===== config.mk =====
export PLATFORM = sky130hd
export DESIGN_NAME = gpio_bank_with_alt_function
export DESIGN_NICKNAME = d
export VERILOG_FILES = /design/src/hw/rtl/gbaf_pkg.sv /design/src/hw/rtl/gpio_bank_with_alt_function.sv
export SDC_FILE = /design/constraint.sdc
export NUM_CORES = 1
export LEC_CHECK = 0
export BUFFER_PORTS_ARGS = -buffer_cell sky130_fd_sc_hd__buf_2
export CAP_MARGIN = 20
export CORE_MARGIN = 2
export CORE_UTILIZATION = 52
export CTS_CLUSTER_DIAMETER = 150
export DETAILED_ROUTE_END_ITERATION = 12
export HOLD_SLACK_MARGIN = 0.15
export PLACE_DENSITY = 0.73
export RECOVER_POWER = 25
export SYNTH_ARGS = -nofsm -noshare
export SYNTH_HDL_FRONTEND = slang
export SYNTH_SLANG_ARGS = --single-unit

===== constraint.sdc =====
create_clock -name clk -period 2.95 [get_ports clk]
set_input_delay 0.295 -clock clk [delete_from_list [all_inputs] [get_ports clk]]
set_output_delay 0.295 -clock clk [all_outputs]
set_load 0.1 [all_outputs]

===== src/hw/rtl/gbaf_pkg.sv =====
package gbaf_pkg;

	// Field widths
	localparam int CMD_W   = 3;
	localparam int BANK_W  = 11;
	localparam int AF_W    = 12;
	localparam int LEVEL_W = 6;

	// Shared pin layout: shared pin s is bank pin SHARED_BASE + s
	localparam int SHARED_MAX  = 6;
	localparam int SHARED_BASE = 5;
	localparam int POWER_BIT   = 4;
	localparam int INPUT_ONLY  = 4;

	typedef logic [1:0] mode_t;

	// Commands
	localparam logic [CMD_W-1:0] CMD_WR_VALUE = 3'd0;
	localparam logic [CMD_W-1:0] CMD_WR_DIR   = 3'd1;
	localparam logic [CMD_W-1:0] CMD_WR_AF    = 3'd2;
	localparam logic [CMD_W-1:0] CMD_TICK     = 3'd3;
	localparam logic [CMD_W-1:0] CMD_HOST_RST = 3'd4;

	// Alternate-function codes
	localparam logic [1:0] AF_GPIO = 2'd0;
	localparam logic [1:0] AF_UART = 2'd1;

	// Pin modes
	localparam mode_t MODE_INPUT  = 2'd0;
	localparam mode_t MODE_OUTPUT = 2'd1;
	localparam mode_t MODE_UART   = 2'd2;

	// Register reset values and masks
	localparam logic [BANK_W-1:0] DIR_RESET  = 11'h010;
	localparam logic [BANK_W-1:0] POWER_MASK = 11'h010;

endpackage


===== src/hw/rtl/gpio_bank_with_alt_function.sv =====
// A command passes through the input register, then the result register, and its result
// waits in the result register while the output stalls.
// Throughput: one command per cycle while the output does not stall; each command's update is single-pass bit logic.
// Reset (arst_n low, asynchronous): value, alt-function, pending and drive state clear,
// direction returns to the power-output bit only, all shared pins go to input mode,
// the power-enable state clears and both pipeline stages empty.
module gpio_bank_with_alt_function #(
	parameter int GROUP_COUNT    = 2,
	parameter int PINS_PER_GROUP = 3
) (
	input  logic                                    clk,
	input  logic                                    arst_n,
	input  logic                                    in_valid,
	output logic                                    in_ready,
	input  logic [gbaf_pkg::CMD_W-1:0]              command,
	input  logic [gbaf_pkg::AF_W-1:0]               write_data,
	input  logic                                    voltage_ok,
	input  logic [gbaf_pkg::LEVEL_W-1:0]            pin_levels,
	output logic                                    out_valid,
	input  logic                                    out_ready,
	output logic [gbaf_pkg::BANK_W-1:0]             ctrl_readback,
	output logic [gbaf_pkg::BANK_W-1:0]             dir_readback,
	output logic [gbaf_pkg::AF_W-1:0]               af_readback,
	output logic                                    power_out_enable,
	output logic [2*gbaf_pkg::SHARED_MAX-1:0]       pin_modes,
	output logic [gbaf_pkg::SHARED_MAX-1:0]         pin_drive
);
	import gbaf_pkg::*;

	localparam int SHARED_N = (GROUP_COUNT * PINS_PER_GROUP > SHARED_MAX) ?
		SHARED_MAX : GROUP_COUNT * PINS_PER_GROUP;

	// Input stage
	logic                 valid_s1;
	logic [CMD_W-1:0]     cmd_s1;
	logic [AF_W-1:0]      data_s1;
	logic                 vok_s1;
	logic [LEVEL_W-1:0]   lev_s1;

	// Result stage
	logic                 valid_s2;
	logic [BANK_W-1:0]    ctrl_s2;
	logic [BANK_W-1:0]    dir_s2;
	logic [AF_W-1:0]      af_s2;
	logic                 power_s2;
	logic [SHARED_MAX-1:0][1:0] mode_s2;
	logic [SHARED_MAX-1:0]      drive_s2;

	// Bank state
	logic [BANK_W-1:0]    value_q;
	logic [BANK_W-1:0]    dir_q;
	logic [AF_W-1:0]      af_q;
	logic [BANK_W-1:0]    pmask_q;
	logic [BANK_W-1:0]    pval_q;
	logic [SHARED_MAX-1:0][1:0] mode_q;
	logic [SHARED_MAX-1:0]      drive_q;
	logic                 power_q;

	// Next state
	logic [BANK_W-1:0]    value_n;
	logic [BANK_W-1:0]    dir_n;
	logic [AF_W-1:0]      af_n;
	logic [BANK_W-1:0]    pmask_n;
	logic [BANK_W-1:0]    pval_n;
	logic [SHARED_MAX-1:0][1:0] mode_n;
	logic [SHARED_MAX-1:0]      drive_n;
	logic                 power_n;
	logic [BANK_W-1:0]    new_dir;

	logic adv;
	logic in_xfer;
	logic proc;

	// Handshake
	assign adv      = !valid_s2 || out_ready;
	assign in_ready = !valid_s1 || adv;
	assign in_xfer  = in_valid && in_ready;
	assign proc     = valid_s1 && adv;

	// Command decode and per-pin update
	always_comb begin
		value_n = value_q;
		dir_n   = dir_q;
		af_n    = af_q;
		pmask_n = pmask_q;
		pval_n  = pval_q;
		mode_n  = mode_q;
		drive_n = drive_q;
		power_n = power_q;
		new_dir = {data_s1[BANK_W-1:INPUT_ONLY+1], 1'b1, {INPUT_ONLY{1'b0}}};
		unique case (cmd_s1)
			CMD_WR_VALUE: begin
				value_n = data_s1[BANK_W-1:0];
				pval_n  = data_s1[BANK_W-1:0];
				pmask_n = data_s1[BANK_W-1:0] ^ value_q;
				for (int s = 0; s < SHARED_MAX; s++) begin
					if (s < SHARED_N && pmask_n[SHARED_BASE+s])
						drive_n[s] = value_n[SHARED_BASE+s];
				end
			end
			CMD_WR_DIR: begin
				dir_n = new_dir;
				for (int s = 0; s < SHARED_MAX; s++) begin
					if (s < SHARED_N && new_dir[SHARED_BASE+s] != dir_q[SHARED_BASE+s]) begin
						if (af_q[2*s +: 2] == AF_GPIO) begin
							if (new_dir[SHARED_BASE+s]) begin
								// turning to output: take a pending value if any
								if (pmask_q[SHARED_BASE+s]) begin
									drive_n[s]              = pval_q[SHARED_BASE+s];
									pmask_n[SHARED_BASE+s]  = 1'b0;
									value_n[SHARED_BASE+s]  = pval_q[SHARED_BASE+s];
								end else begin
									drive_n[s] = value_q[SHARED_BASE+s];
								end
								mode_n[s] = MODE_OUTPUT;
							end else begin
								mode_n[s] = MODE_INPUT;
							end
						end else begin
							value_n[SHARED_BASE+s] = 1'b0;
						end
					end
				end
			end
			CMD_WR_AF: begin
				af_n = data_s1;
				for (int s = 0; s < SHARED_MAX; s++) begin
					if (s < SHARED_N) begin
						if (data_s1[2*s +: 2] == AF_GPIO)
							mode_n[s] = dir_q[SHARED_BASE+s] ? MODE_OUTPUT : MODE_INPUT;
						else if (data_s1[2*s +: 2] == AF_UART)
							mode_n[s] = MODE_UART;
					end
				end
			end
			CMD_TICK: begin
				power_n = vok_s1 && value_q[POWER_BIT];
				value_n[INPUT_ONLY-1:0] = '0;
				for (int s = 0; s < SHARED_MAX; s++) begin
					if (s < SHARED_N && mode_q[s] == MODE_INPUT)
						value_n[SHARED_BASE+s] = lev_s1[s];
				end
			end
			CMD_HOST_RST: begin
				value_n = value_q & POWER_MASK;
				af_n    = '0;
				dir_n   = DIR_RESET;
				for (int s = 0; s < SHARED_MAX; s++) begin
					if (s < SHARED_N)
						mode_n[s] = MODE_INPUT;
				end
			end
			default: begin
			end
		endcase
	end

	// Input register
	always_ff @(posedge clk or negedge arst_n) begin
		if (!arst_n) begin
			valid_s1 <= 1'b0;
		end else if (in_xfer) begin
			valid_s1 <= 1'b1;
		end else if (adv) begin
			valid_s1 <= 1'b0;
		end
	end

	always_ff @(posedge clk) begin
		if (in_xfer) begin
			cmd_s1  <= command;
			data_s1 <= write_data;
			vok_s1  <= voltage_ok;
			lev_s1  <= pin_levels;
		end
	end

	// Bank state
	always_ff @(posedge clk or negedge arst_n) begin
		if (!arst_n) begin
			value_q <= '0;
			dir_q   <= DIR_RESET;
			af_q    <= '0;
			pmask_q <= '0;
			pval_q  <= '0;
			mode_q  <= '0;
			drive_q <= '0;
			power_q <= 1'b0;
		end else if (proc) begin
			value_q <= value_n;
			dir_q   <= dir_n;
			af_q    <= af_n;
			pmask_q <= pmask_n;
			pval_q  <= pval_n;
			mode_q  <= mode_n;
			drive_q <= drive_n;
			power_q <= power_n;
		end
	end

	// Result register
	always_ff @(posedge clk or negedge arst_n) begin
		if (!arst_n) begin
			valid_s2 <= 1'b0;
		end else if (proc) begin
			valid_s2 <= 1'b1;
		end else if (out_ready) begin
			valid_s2 <= 1'b0;
		end
	end

	always_ff @(posedge clk) begin
		if (proc) begin
			ctrl_s2  <= value_n;
			dir_s2   <= dir_n;
			af_s2    <= af_n;
			power_s2 <= power_n;
			mode_s2  <= mode_n;
			drive_s2 <= drive_n;
		end
	end

	assign out_valid        = valid_s2;
	assign ctrl_readback    = ctrl_s2;
	assign dir_readback     = dir_s2;
	assign af_readback      = af_s2;
	assign power_out_enable = power_s2;
	assign pin_modes        = mode_s2;
	assign pin_drive        = drive_s2;

endmodule


==> run_results.csv <==
group,metric,value,unit
routing,wl,15870,um
clock_network,clk_pin_slew,60,ps
logic_synthesis,yosys_warnings,0,
job,maxCapViolCount,1,
logic_synthesis,synth_top_area_cell,"edfxtp_1",
logic_synthesis,syn_area,0.006429,mm2
logic_synthesis,ys_seq_elements,142,
clock_network,htreeDepth,4,
timing,fin_setup_tns,0,ps
global_route,grt_usage,25.30,%
floorplan,die_x,115.2,um
place,hpwl,9968,um
layout,syn2layout_area_growth,24.31,%
critical_path,critPathCaptureType,"register",
layout,drive_above_1_share,26.41,%
clock_network,insertion_delay,430,ps
floorplan,io_pins,81,
power_and_ir_drop,p_leak,3.265,nW
critical_path,worstPathRequired,3120,ps
logic_synthesis,synthDistinctLibCells,56,
clock_network,cts_sinks,142,
power_and_ir_drop,p_per_area,911.9,mW/mm2
run_status,status,"finished with violations",
run_status,violations,"capacitance limit, slew limit",
routing,drt_iter0_drc,361,
timing,rsz0062_at_grt,"no",
logic_synthesis,synthArstFlopShare,47.18,%
floorplan,num_rows,40,
timing,setup_violations,0,
timing,setup_ws,762.3,ps
clock_network,cts_buffers,17,
logic_synthesis,yosys-top-cells-area,"edfxtp_1, dfrtp_1, mux2_2",
critical_path,crit_fanout,7,
floorplan,dieArea,0.01327,mm2
layout,diodes,0,
floorplan,initial_core_util,53.30,%
logic_synthesis,synth_ff_type,"edfxtp_1",
logic_synthesis,synth_cells,518,
critical_path,worst-setup-path-type,"reg -> reg",
logic_synthesis,synth_edf_count,75,
timing,max-slew-margin-rel,-4.975,%
critical_path,arrival,2360,ps
critical_path,r2r_start,"cmd_s1[1]",
power_and_ir_drop,ir_drop,463.8,uV
place,gp_congestion,0.8838,
timing,hold_violations,0,
critical_path,crit_start,"cmd_s1[1]",
hold_path,hp-class,"in -> reg",
timing,tightest_slew,1575,ps
routing,routed-via-count,4903,
routing,drc,0,
timing,fmax,0.4571,GHz
clock_network,cts-root-buf,"clkbuf_16",
hold_path,hold_start,"out_ready",
logic_synthesis,synth_area_per_cell,12.41,um2
critical_path,startpoint_type,"register",
logic_synthesis,synth_common_cells,"edfxtp_1, dfrtp_1, nor2_1",
logic_synthesis,synth_most_common_cell,"edfxtp_1",
timing,clock_skew,8.742,ps
place,portBuffers,80,
clock_network,cts_buffer_depth,2,
logic_synthesis,synth_fp_nets,544,
timing,drv_slew,26,
place,pre_cts_ws,805.5,ps
global_route,grt_antenna_before_repair,0,
global_route,grt_pass1_vias,4699,
timing,post-route-min-period,2188,ps
logic_synthesis,seq_area_frac_synth,61.13,%
routing,avgRoutedWirePerCell,19.65,um
logic_synthesis,synth_top_cell_area_share,35.03,%
global_route,grt_max_degree,43,
clock_network,post_cts_buffers,0,
floorplan,fp.coreArea,0.01206,mm2
clock_network,cts_tree,"built",
routing,firstDrtPassIters,6,
global_route,grt_first_pass_wirelength,25030,um
global_route,grt_overflow,0,
layout,final_nets,653,
routing,drtAntennaViolNets,0,
routing,vias_per_cell,6.068,
floorplan,die_y,115.2,um
timing,post-route-period-util,74.16,%
==> layer usage <==
metal | vias to the layer above | share of wire [%] | track usage, %
met5 | - | 0 | 0
met4 | 0 | 1.8 | 9.398
met3 | 31 | 6.7 | 7.486
met2 | 206 | 49 | 39.69
met1 | 2437 | 43 | 33.67
li1 | 2229 | - | -
==> worst max-delay path: stages (launching register included) <==
cell and delay (ps):
edfxtp_1 380, or3b_1 550, buf_4 230, or4_4 510
a31o_2 270
==> layout by cell type (no fill, tap or decap), types with 10 or more instances in the layout <==
master          n
a21oi_1        17
a22o_1         27
a31oi_1        15
and2_1         15
buf_2          77
buf_4          16
clkbuf_16      17
dfrtp_1        65
dlygate4sd3_1  24
edfxtp_1       75
mux2_2         25
nand2_1        26
nand2b_1       20
nand3_1        15
nor2_1         34
nor2b_1        10
o21ai_0        24
==> cell families after synthesis <==
group / share of synthesized area (%)
buf+inv: 2.180
flops: 61.13
compound gates: 17.44
xor+xnor: 1.090
simple gates: 12.53
mux: 5.625
==> through the flow <==
step                hold WS (ps)  instance area, um2  utilization (%)  instances  total power, W
floorplan                -0.5911                6437                -        518        0.004387
global placement           358.3                7066            58.58        752        0.004727
detailed placement         352.3                7066            58.58        752        0.004786
CTS                        167.2                7995            66.29        808        0.007300
global route               191.2                7991            66.26        808        0.007555
finish                     172.2                7991            66.26        808        0.007287
==> timing repair <==
action,in CTS,in global routing
resized for setup,0,0
hold buffers,24,0
endpoints found under the hold margin,48,0
==> final cells by class <==
cell class              instances  area (um2)
repair buffers                121       777.0
clock buffers                  21       480.5
inverters                       5       20.02
flip-flops and latches        142        3931
clock inverters                11       209.0
multi-input cells             340        2364
fillers                       909        4070
well taps                     168       210.2
==> path summary, 6_finish.rpt <==
kind,endpoint,slack (ps),cells past startpoint
worst max-delay path,pin_drive[4],760,4
worst min-delay path,valid_s1,170,3
worst max register to register,pin_drive[4],760,4
worst min register to register,dir_q[2],480,1
max in group asynchronous,dir_q[4],1190,3
min in group asynchronous,af_q[11],800,2
==> flip-flops by register name, indices dropped and copies added, names as in the netlist, 3 cells and up <==
name and flops:
mode_q 12, pin_modes 12, pmask_q 6, drive_q 6, lev_s1 6, dir_readback 11
ctrl_readback 11, value_q 11, af_q 12, pval_q 6, dir_q 11, cmd_s1 3
af_readback 12, data_s1 12, pin_drive 6
==> report_power, final <==
group / switching [W] / total [W] / internal (W)
Clock: 0.000812 / 0.00248 / 0.00167
Combinational: 0.00133 / 0.00191 / 0.000577
Sequential: 0.000360 / 0.00290 / 0.00254
Note: power is estimated with default switching activity, not from simulation.
